===== config.mk =====
export PLATFORM = sky130hd
export DESIGN_NAME = ring_fifo_with_match_count
export DESIGN_NICKNAME = d
export VERILOG_FILES = /design/src/rtl/core/rfmc_pkg.sv /design/src/rtl/core/rfmc_cell.sv /design/src/rtl/core/ring_fifo_with_match_count.sv
export SDC_FILE = /design/constraint.sdc
export NUM_CORES = 1
export LEC_CHECK = 0
export BUFFER_PORTS_ARGS = -buffer_cell sky130_fd_sc_hd__buf_2
export CAP_MARGIN = 20
export CORE_ASPECT_RATIO = 0.6
export CORE_MARGIN = 5
export CORE_UTILIZATION = 38
export DETAILED_ROUTE_END_ITERATION = 8
export PLACE_DENSITY = 0.63
export SYNTH_ARGS = -nofsm -noshare
export SYNTH_HDL_FRONTEND = slang
export SYNTH_SLANG_ARGS = --single-unit

===== constraint.sdc =====
create_clock -name clk -period 7.1 [get_ports clk]
set_input_delay 0.355 -clock clk [delete_from_list [all_inputs] [get_ports clk]]
set_output_delay 0.355 -clock clk [all_outputs]
set_load 0.05 [all_outputs]

===== src/rtl/core/rfmc_pkg.sv =====
// types and codes shared by the ring fifo with match count
package rfmc_pkg;

	localparam logic [1:0] FUNC_ENQ = 2'd0;
	localparam logic [1:0] FUNC_DEQ = 2'd1;
	localparam logic [1:0] FUNC_CNT = 2'd2;

	localparam logic [1:0] STATUS_OK    = 2'd0;
	localparam logic [1:0] STATUS_FULL  = 2'd1;
	localparam logic [1:0] STATUS_EMPTY = 2'd2;

	localparam int          CNT_W   = 5;
	localparam logic [4:0]  CNT_MAX = 5'd31;
	localparam int          WORD_W  = 32;
	localparam int          CAP_W   = 5;
	localparam logic [4:0]  CAP_RST = 5'd16;

	typedef struct packed {
		logic [1:0]               func;
		logic signed [WORD_W-1:0] value;
	} req_t;

	typedef struct packed {
		logic [1:0]               status;
		logic signed [WORD_W-1:0] front_value;
		logic                     is_empty;
		logic [CNT_W-1:0]         match_count;
	} rsp_t;

	typedef struct packed {
		logic load;
		logic shift;
	} cell_ctl_t;

	typedef struct packed {
		logic              active;
		logic [WORD_W-1:0] value;
		logic [CNT_W-1:0]  count;
	} tok_t;

	typedef enum logic {
		ST_IDLE,
		ST_COUNT
	} state_t;

endpackage


===== src/rtl/core/rfmc_cell.sv =====
// one queue cell: holds one entry and adds its match to the passing count token
module rfmc_cell (
	input  logic                          clk,
	input  logic                          arst_n,
	input  rfmc_pkg::cell_ctl_t           ctl,
	input  logic [rfmc_pkg::WORD_W-1:0]   load_data,
	input  logic [rfmc_pkg::WORD_W-1:0]   next_data,
	input  logic                          occupied,
	input  rfmc_pkg::tok_t                tok_in,
	output logic [rfmc_pkg::WORD_W-1:0]   data,
	output rfmc_pkg::tok_t                tok_out
);

	logic [rfmc_pkg::WORD_W-1:0] data_q;
	logic                        active_q;
	logic [rfmc_pkg::WORD_W-1:0] value_q;
	logic [rfmc_pkg::CNT_W-1:0]  count_q;
	logic                        hit;

	always_ff @(posedge clk) begin
		if (ctl.load) begin
			data_q <= load_data;
		end else if (ctl.shift) begin
			data_q <= next_data;
		end
	end

	assign hit = occupied && (data_q == tok_in.value);

	always_ff @(posedge clk or negedge arst_n) begin
		if (!arst_n) begin
			active_q <= 1'b0;
		end else begin
			active_q <= tok_in.active;
		end
	end

	always_ff @(posedge clk) begin
		value_q <= tok_in.value;
		if (hit && tok_in.count != rfmc_pkg::CNT_MAX) begin
			count_q <= tok_in.count + rfmc_pkg::CNT_W'(1);
		end else begin
			count_q <= tok_in.count;
		end
	end

	assign data           = data_q;
	assign tok_out.active = active_q;
	assign tok_out.value  = value_q;
	assign tok_out.count  = count_q;

endmodule


===== src/rtl/core/ring_fifo_with_match_count.sv =====
// top level: fifo as a shifting chain of cells with a walking match count token
// results: enqueue, dequeue and unused ops are registered in res_q, then in out_q
// accept: a new op stalls while the result register ahead of the output holds a result
// count: result loaded once the token has walked all DEPTH cells, one cell per cycle
// reset: queue empty, capacity 16; entry contents undefined, no clearing pass
// a capacity write empties the queue and is always taken, as cfg_ready is tied high
module ring_fifo_with_match_count #(
	parameter int DEPTH = 16
) (
	input  logic                         clk,
	input  logic                         arst_n,
	input  logic                         req_valid,
	output logic                         req_stall,
	input  rfmc_pkg::req_t               req,
	output logic                         rsp_valid,
	input  logic                         rsp_stall,
	output rfmc_pkg::rsp_t               rsp,
	input  logic                         cfg_valid,
	output logic                         cfg_ready,
	input  logic [rfmc_pkg::CAP_W-1:0]   cfg_data
);

	localparam int OW = $clog2(DEPTH + 1);
	localparam int EW = (OW > rfmc_pkg::CAP_W) ? OW : rfmc_pkg::CAP_W;
	localparam int NX = (DEPTH > 1) ? 1 : 0;

	logic [rfmc_pkg::CAP_W-1:0]  cap_q;
	logic [OW-1:0]               occ_q;
	rfmc_pkg::state_t            state_q, state_d;
	rfmc_pkg::rsp_t              res_q, out_q, res_d;
	logic                        res_valid_q, out_valid_q;

	logic [EW-1:0]               cap_e, occ_e;
	logic                        full, empty, accept, cfg_wr, out_free;
	logic                        enq_ok, deq_ok, res_load, cnt_start;
	logic [rfmc_pkg::WORD_W-1:0] front_now;

	logic [rfmc_pkg::WORD_W-1:0] cell_data [DEPTH];
	rfmc_pkg::tok_t              tok [DEPTH+1];
	rfmc_pkg::cell_ctl_t         ctl [DEPTH];

	assign cfg_ready = 1'b1;
	assign cfg_wr    = cfg_valid && cfg_ready;

	assign cap_e = (cap_q == '0) ? EW'(1) :
		((EW'(cap_q) > EW'(DEPTH)) ? EW'(DEPTH) : EW'(cap_q));
	assign occ_e = EW'(occ_q);
	assign full  = occ_e >= cap_e;
	assign empty = occ_q == '0;

	assign accept = req_valid && !req_stall;
	assign enq_ok = accept && req.func == rfmc_pkg::FUNC_ENQ && !full;
	assign deq_ok = accept && req.func == rfmc_pkg::FUNC_DEQ && !empty;
	assign front_now = empty ? '0 : cell_data[0];

	assign tok[0].active = cnt_start;
	assign tok[0].value  = req.value;
	assign tok[0].count  = '0;

	for (genvar i = 0; i < DEPTH; i++) begin : g_cell
		assign ctl[i].load  = enq_ok && (OW'(i) == occ_q);
		assign ctl[i].shift = deq_ok;

		rfmc_cell u_cell (
			.clk       (clk),
			.arst_n    (arst_n),
			.ctl       (ctl[i]),
			.load_data (req.value),
			.next_data (cell_data[(i + 1 < DEPTH) ? i + 1 : i]),
			.occupied  (OW'(i) < occ_q),
			.tok_in    (tok[i]),
			.data      (cell_data[i]),
			.tok_out   (tok[i+1])
		);
	end

	// next state
	always_comb begin
		state_d = state_q;
		case (state_q)
			rfmc_pkg::ST_IDLE: begin
				if (accept && req.func == rfmc_pkg::FUNC_CNT) begin
					state_d = rfmc_pkg::ST_COUNT;
				end
			end
			rfmc_pkg::ST_COUNT: begin
				if (tok[DEPTH].active) begin
					state_d = rfmc_pkg::ST_IDLE;
				end
			end
			default: state_d = rfmc_pkg::ST_IDLE;
		endcase
	end

	// outputs of the control
	always_comb begin
		req_stall = 1'b1;
		cnt_start = 1'b0;
		res_load  = 1'b0;
		case (state_q)
			rfmc_pkg::ST_IDLE: begin
				req_stall = res_valid_q;
				cnt_start = accept && req.func == rfmc_pkg::FUNC_CNT;
				res_load  = accept && req.func != rfmc_pkg::FUNC_CNT;
			end
			rfmc_pkg::ST_COUNT: begin
				res_load = tok[DEPTH].active;
			end
			default: ;
		endcase
	end

	// result of the op, seen on the state before it takes effect
	always_comb begin
		res_d.status      = rfmc_pkg::STATUS_OK;
		res_d.front_value = front_now;
		res_d.is_empty    = empty;
		res_d.match_count = '0;
		if (state_q == rfmc_pkg::ST_COUNT) begin
			res_d.match_count = tok[DEPTH].count;
		end else begin
			case (req.func)
				rfmc_pkg::FUNC_ENQ: begin
					if (full) begin
						res_d.status = rfmc_pkg::STATUS_FULL;
					end else begin
						res_d.front_value = empty ? req.value : cell_data[0];
						res_d.is_empty    = 1'b0;
					end
				end
				rfmc_pkg::FUNC_DEQ: begin
					if (empty) begin
						res_d.status = rfmc_pkg::STATUS_EMPTY;
					end else begin
						res_d.front_value = (occ_q > OW'(1)) ? cell_data[NX] : '0;
						res_d.is_empty    = occ_q == OW'(1);
					end
				end
				default: ;
			endcase
		end
	end

	always_ff @(posedge clk or negedge arst_n) begin
		if (!arst_n) begin
			state_q <= rfmc_pkg::ST_IDLE;
			cap_q   <= rfmc_pkg::CAP_RST;
			occ_q   <= '0;
		end else begin
			state_q <= state_d;
			if (cfg_wr) begin
				cap_q <= cfg_data;
				occ_q <= '0;
			end else if (enq_ok) begin
				occ_q <= occ_q + OW'(1);
			end else if (deq_ok) begin
				occ_q <= occ_q - OW'(1);
			end
		end
	end

	assign out_free = !out_valid_q || !rsp_stall;

	always_ff @(posedge clk or negedge arst_n) begin
		if (!arst_n) begin
			res_valid_q <= 1'b0;
			out_valid_q <= 1'b0;
		end else begin
			if (res_load) begin
				res_valid_q <= 1'b1;
			end else if (out_free) begin
				res_valid_q <= 1'b0;
			end
			if (out_free) begin
				out_valid_q <= res_valid_q;
			end
		end
	end

	always_ff @(posedge clk) begin
		if (res_load) begin
			res_q <= res_d;
		end
		if (out_free && res_valid_q) begin
			out_q <= res_q;
		end
	end

	assign rsp_valid = out_valid_q;
	assign rsp       = out_q;

`ifndef SYNTHESIS
	// a new result never lands on one still waiting
	a_res_no_overwrite: assert property (@(posedge clk) disable iff (!arst_n)
		res_load |-> !res_valid_q)
		else $error("result register overwritten");

	// the count token only leaves the chain while a count is running
	a_tok_in_count: assert property (@(posedge clk) disable iff (!arst_n)
		tok[DEPTH].active |-> state_q == rfmc_pkg::ST_COUNT)
		else $error("count token outside count");

	// occupancy never exceeds DEPTH
	a_occ_bound: assert property (@(posedge clk) disable iff (!arst_n)
		occ_e <= EW'(DEPTH))
		else $error("occupancy beyond depth");

	// an empty queue reports a zero front
	a_empty_front: assert property (@(posedge clk) disable iff (!arst_n)
		(rsp_valid && rsp.is_empty) |-> rsp.front_value == '0)
		else $error("nonzero front on empty queue");

	// no item is taken while a count walks the chain
	a_no_accept_in_count: assert property (@(posedge clk) disable iff (!arst_n)
		cnt_start |=> req_stall)
		else $error("item accepted during count");
`endif

endmodule


# Word level (Yosys, flattened, before mapping)
# Index checks and enable logic that the tools add are counted.
dict set report totals {
  out_inout_bits 43
  ff_bits 1177
  input_bits 44
  elab_cells 312
}
dict set report op_classes {
  add_sub_neg 17
  reduce_logical 81
  bitwise_logic 1
  n_eq_ne 50
  magnitude_cmp 19
  mux 68
}
# cell n
set ops {}
lappend ops {{two-way mux 32 bit} 33}
lappend ops {{== test 32 bit} 16}
lappend ops {{two-way mux 33 bit} 3}
lappend ops {{two-way mux 5 bit} 19}
lappend ops {{adder 5 x 1 -> 5 bit, second input constant} 15}
lappend ops {{!= test 5 bit, second input constant} 14}
lappend ops {{case mux 35 bit (2 select lines)} 1}
lappend ops {{logical AND 1 bit} 55}
lappend ops {{== test 4 x 5 -> 1 bit, first input constant} 8}
lappend ops {{less-than comparator 4 x 5 -> 1 bit, first input constant} 8}
lappend ops {{nonzero test 2 bit} 16}
lappend ops {{== test 3 x 5 -> 1 bit, first input constant} 4}
lappend ops {{less-than comparator 3 x 5 -> 1 bit, first input constant} 4}
lappend ops {{== test 2 x 5 -> 1 bit, first input constant} 2}
lappend ops {{logical NOT 5 bit} 2}
lappend ops {{less-than comparator 1 x 5 -> 1 bit, first input constant} 2}
lappend ops {{less-than comparator 2 x 5 -> 1 bit, first input constant} 2}
lappend ops {{two-way mux 1 bit} 8}
lappend ops {{== test 1 x 5 -> 1 bit, first input constant} 1}
lappend ops {{== test 5 x 1 -> 1 bit, second input constant} 1}
lappend ops {{greater-or-equal comparator 5 bit} 1}
lappend ops {{> comparator 5 x 1 -> 1 bit, second input constant} 1}
lappend ops {{> comparator 5 bit, second input constant} 1}
lappend ops {{logical NOT 1 bit} 5}
lappend ops {{12 further kinds} 14}

# Depth between registers and ports, before layout
dict set report depth {
  word_depth 8
  depth_mapped 12
}

# Hierarchy
# A second synthesis with hierarchy kept.
dict set report hier_totals {
  cells_unflattened 3030
  hier_area_um2 45911.5
}
# module area_each_um2 cells_per_inst n_inst seq_area_each_um2
set modules_own_cells {}
lappend modules_own_cells {{rfmc_cell (g_cell[0].u_cell ...)} 2582.5 164 9 1726.7}
lappend modules_own_cells {{rfmc_cell (g_cell[3].u_cell ...)} 2635.0 176 7 1726.7}
lappend modules_own_cells {ring_fifo_with_match_count 4224.1 322 1 2728.9}

# Worst setup path after synthesis
# No wires, ideal clock.
dict set report synth_path {
  path_type {reg-to-reg}
  from {register occ_q[0], in the netlist occ_e[0]}
  to {register g_cell[15].u_cell.data_q (netlist bit g_cell[15].u_cell.data[0]), enable pin}
  path_buffers 1
  t_arrival_ps 4713
  path_slack_ps 1885
  setup_time_ps 501
  stages_incl_launch_ff 9
  cell_sequence {dfrtp_1 > buf_2 > inv_1 > ha_1 > nand2b_1 > a21o_1 > a21oi_2 > o21ai_2 > nor4_1}
}
# item line
set synth_lines {}
lappend synth_lines {{start, declared} ring_fifo_with_match_count.sv:28} ;# logic [OW-1:0] occ_q;
lappend synth_lines {{start signal, assigned} ring_fifo_with_match_count.sv:155} ;# occ_q <= occ_q + OW'(1);
lappend synth_lines {{start signal, assigned} ring_fifo_with_match_count.sv:157} ;# occ_q <= occ_q - OW'(1);
lappend synth_lines {{end signal, assigned} rfmc_cell.sv:22} ;# data_q <= load_data;
lappend synth_lines {{end signal, assigned} rfmc_cell.sv:24} ;# data_q <= next_data;
lappend synth_lines {{end, declared} rfmc_cell.sv:14} ;# logic [rfmc_pkg::WORD_W-1:0] data_q;

# Worst setup path in the final report
dict set report layout_path {
  from {register occ_q[4], in the netlist occ_e[4]}
  to {register g_cell[12].u_cell.data_q (netlist bit g_cell[12].u_cell.data[10]), enable pin}
}
dict set report layout_via {
  elab_chain_len 5
  elab_cells_between_ends 9
  cone_classes {1 x order compare; 1 x eq/ne; 7 x reduce/logical}
}
# item line
set layout_lines {}
lappend layout_lines {{greater-or-equal comparator 5 bit} ring_fifo_with_match_count.sv:48} ;# assign full = occ_e >= cap_e;
lappend layout_lines {{logical NOT 1 bit} ring_fifo_with_match_count.sv:52} ;# assign enq_ok = accept && req.func == rfmc_pkg::FUNC_ENQ && !full;
lappend layout_lines {{logical AND 1 bit} ring_fifo_with_match_count.sv:52}
lappend layout_lines {{logical AND 1 bit} ring_fifo_with_match_count.sv:61} ;# assign ctl[i].load = enq_ok && (OW'(i) == occ_q);
lappend layout_lines {{nonzero test 2 bit (no line) (*)} --}
lappend layout_lines {{end signal, assigned} rfmc_cell.sv:22}
lappend layout_lines {{end signal, assigned} rfmc_cell.sv:24}
lappend layout_lines {{end, declared} rfmc_cell.sv:14}
# Mark *: on every way between the ends. The rest lies on a longest branch, timed or not.
# A chain may end at the register's enable or synchronous reset.

==> summary.txt <==
=================================================================================================================
Run status                                                                                              completed
Max capacitance violation total                                                                                 0
Effective utilization at floorplan                                                                          0.381
Post-synthesis to final-layout area growth                                                                  12.6%
Data required time of the critical path                                                                   7490 ps
Worst ir drop on vdd                                                                                     0.229 mV
Endpoint of the worst register-to-register path                                                      g_cell[12].u_cell.data[10]$_DFFE_PP_
Number of clock sinks seen by CTS                                                                            1171
Hold violation count in the final report                                                                        0
Number of warnings printed during yosys synthesis                                                               0
Most frequent cell after synthesis                                                                   sky130_fd_sc_hd__edfxtp_1
Total GRT Usage                                                                                             0.211
Clock Latency Late Sink                                                                                    700 ps
Clock tree from TritonCTS                                                                                   built
Final RePlAce weighted congestion                                                                           0.873
Multiplexer share of the synthesized area                                                                   0.140
Remaining antenna violation count                                                                               0
Maximum clock frequency                                                                                   221 MHz
Largest fanout on the critical path                                                                            33
Crit path launch type                                                                                   flip-flop
Footprint of the multi-input gates                                                                     14100 um^2
Destination of the worst hold path                                                                   res_q[38]$_SDFFCE_PP0P_
RSZ-0062 raised after global routing                                                                        false
Cell occurring most often along the worst timing path                                                sky130_fd_sc_hd__nand2_1
Number of levels the H-tree was split into                                                                      3
Horiz. Die Dim                                                                                             451 um
Post-synth cell types                                                                                          62
Synth Area in XOR/XNOR                                                                                      0.109
Critical-path top delay cell                                                                         sky130_fd_sc_hd__or4_2
Clock Tree Buf Depth                                                                                            3
Initial antenna violation count                                                                                12
Floorplan row count                                                                                            97
Crit-path cells                                                                                      ha_1 > a21oi_1 > nand2_1 > nor3_2 > o21ai_2 > or4_2 > nand2_1 > buf_4
Most frequently used flop master after synthesis                                                     sky130_fd_sc_hd__edfxtp_1
Maximum number of pins on one net before global-route repair                                                   41
Detailed Routing Iterations Pass 1                                                                              7
Post-route worst hold slack                                                                                111 ps
Flop and latch count out of synthesis                                                                        1171
Sum of routed wire length over all layers                                                               133000 um
Die Y-Extent                                                                                               275 um
Synth area leaders                                                                                   sky130_fd_sc_hd__edfxtp_1 (40%), sky130_fd_sc_hd__dfxtp_1 (25%), sky130_fd_sc_hd__mux2_2 (9.9%), sky130_fd_sc_hd__xor2_1 (7.7%), sky130_fd_sc_hd__mux2_4 (3.9%)
Data arrival, critical path                                                                               4900 ps
Final setup viols                                                                                               0
Die Outline Area                                                                                      124000 um^2
Average wire length per cell after detail routing                                                         29.0 um
Number of standard cells in the layout, taps in and fillers out                                              4592
Fraction of registers with async set or reset after synthesis                                              0.0248
Max_slew headroom                                                                                           0.101
RR Startpoint                                                                                        occ_e[4]$_DFFE_PN0P_
Setup slack on the worst flop-to-flop path                                                                2580 ps
Hold-critical path depth                                                                                        2
Post-synthesis compound-gate area fraction                                                                 0.0139
Final Max Slew Viols                                                                                            0
CTS clk-pin slew, worst paths                                                                               70 ps
Detailed router's first-iteration violation count                                                            3764
Remaining DRCs                                                                                                  0
Commonest cells in the netlist                                                                       sky130_fd_sc_hd__edfxtp_1 (592), sky130_fd_sc_hd__dfxtp_1 (550), sky130_fd_sc_hd__mux2_2 (389), sky130_fd_sc_hd__xor2_1 (389), sky130_fd_sc_hd__xnor2_1 (160)
Critical path type                                                                                        reg2reg
Sequential cell area fraction in the yosys report                                                           0.666
Final net count                                                                                              3037
Simple-Gate Fraction of Synth Area                                                                         0.0438
Worst clock skew on the final layout                                                                      21.8 ps
Average cell area after synthesis                                                                       15.5 um^2
Worst slack at placement                                                                                  2660 ps
Hold Crit Class                                                                                            in2reg
Num CTS Buffers                                                                                                99
Sequential cell area in the final layout                                                               29500 um^2
Depth of the worst register-to-register path                                                                    8
Slowest Stage Delay on Critical Path                                                                      1170 ps
Setup crit end kind                                                                                     flip-flop
Final total power                                                                                         14.1 mW
Number of port buffers                                                                                         85
Fill cells                                                                                                  10400
Leading area contributor after synthesis                                                             sky130_fd_sc_hd__edfxtp_1
Actual slew at the worst max-slew pin                                                                     1350 ps
Via count of the first global-routing pass                                                                  23100
Pwr dens                                                                                              283 nW/um^2
First-pass GRT wire length                                                                              183000 um
Total overflow reported by the global router                                                                    0
Number of ports placed on the die boundary                                                                     87
Post-synth EDFFs                                                                                              592
Least setup slack across all paths after layout                                                           2580 ps
Dominant combinational cell family by area after synthesis                                           multiplexers
Detailed-route via count                                                                                    24500
Static Leakage                                                                                            18.9 nW
Source of the worst hold timing path                                                                      req[32]
Ratio of cells with drive above 1 in the final layout                                                       0.272
CTS Root Buffer Type                                                                                 sky130_fd_sc_hd__clkbuf_16
Post-CTS setup repair buffer count                                                                              0
Synth Instances                                                                                              2853
Via-per-instance ratio                                                                                       5.33
Post-DP HPWL                                                                                             92700 um
Final critical-path required period                                                                       4520 ps
Placeable core region                                                                                 116000 um^2
Netlist area before placement                                                                          44300 um^2
Number of placed instances with taps included                                                                4380
Total nets after synthesis                                                                                   2932
Final clock period utilization by the worst path                                                            0.636
Proportion of netlist area held by the largest area contributor                                             0.401
Summed negative setup slack over all endpoints                                                               0 ps
Arithmetic-cell share of the synthesized area counting full adders, half adders and majority gates        0.00988
=================================================================================================================
==> area by class of cell <==
cell class | count | share of cell area
Clock inverter | 39 | 0.00657
Inverter | 43 | 0.00323
Sequential cell | 1171 | 0.591
Multi-Input combinational cell | 1502 | 0.282
Timing Repair Buffer | 141 | 0.0174
Antenna cell | 14 | 0.000702
Clock buffer | 148 | 0.0605
Tap cell | 1534 | 0.0385
==> sequential cells by signal, indices dropped and copies added (netlist names) <==
signal and cells:
g_cell.u_cell.data 512, g_cell.u_cell.value_q 480, g_cell.u_cell.count_q 70, cap_q 5, rsp 40, occ_e 5
state_q 1, res_q 40, res_valid_q 1, g_cell.u_cell.active_q 16, rsp_valid 1
==> report_power, final <==
part	switching [mW]	internal [mW]
clock network	2.55	3.07
logic	0.622	0.226
registers	0.236	7.40
==> layout by cell type (no fill, tap or decap), drive strengths merged, types with 3 or more instances in the layout <==
cell,instances
nand4,54
a21boi,3
and4,3
xor2,389
buf,131
nand2,57
nand2b,5
o21ai,5
a2111oi,6
edfxtp,592
or4,7
nor2b,5
diode,14
xnor2,160
dlygate4sd3,10
and2,10
dfxtp,550
nor3,29
and3,11
inv,48
clkinvlp,6
mux2,512
dfrtp,28
nand3,25
ha,35
clkbuf,148
a21o,5
a21oi,9
bufinv,3
clkinv,25
nor2,19
a222oi,32
nor4,97
==> per-stage QoR <==
| step | util | instance area, um^2 |
|---|---|---|
| global placement | 0.399 | 46400 |
| finish | 0.429 | 49900 |
| detailed placement | 0.399 | 46400 |
| floorplan | - | 44300 |
| global route | 0.429 | 49900 |
| CTS | 0.429 | 49900 |
==> worst max path at each step <==
stage                    startpoint  slack (ps)                                   end
2_1_floorplan  occ_e[0]$_DFFE_PN0P_        1890   g_cell[15].u_cell.data[0]$_DFFE_PP_
3_3_place_gp   cap_q[1]$_DFFE_PN0P_        2760  g_cell[12].u_cell.data[21]$_DFFE_PP_
3_5_place_dp   occ_e[4]$_DFFE_PN0P_        2660  g_cell[12].u_cell.data[21]$_DFFE_PP_
4_1_cts        occ_e[4]$_DFFE_PN0P_        2640  g_cell[12].u_cell.data[20]$_DFFE_PP_
5_1_grt        occ_e[4]$_DFFE_PN0P_        2370  g_cell[12].u_cell.data[20]$_DFFE_PP_
6_report       occ_e[4]$_DFFE_PN0P_        2580  g_cell[12].u_cell.data[10]$_DFFE_PP_
==> logic make-up (layout without fill, tap and decap cells) <==
group / Yosys count / after routing
compound gates: 73 / 73
xor+xnor: 549 / 549
fa+ha+maj: 35 / 35
buf+inv: 180 / 371
flops: 1171 / 1171
mux: 512 / 512
other cells: 1 / 15
simple gates: 332 / 332
==> routing by layer <==
metal	vias up	GRT usage	wire, um
met3	115	0.117	22800
met5	-	0.0213	132
met4	4	0.0371	1870
li1	10500	-	-
met1	12300	0.351	66900
met2	1550	0.219	41500
==> timing repair <==
action | 4_1_cts | 5_1_grt
hold buffers | 10 | 0
resized for setup | 0 | 0
hold endpoints to repair | 38 | 0
==> critical path: cells and delay by family, from the launching register on <==
| kind | cells | cell delay (ps) |
|---|---|---|
| flops | 1 | 750 |
| buf+inv | 1 | 380 |
| fa+ha+maj | 1 | 390 |
| simple gates | 4 | 2280 |
| compound gates | 2 | 370 |
Power figures use the tool's default switching activity.
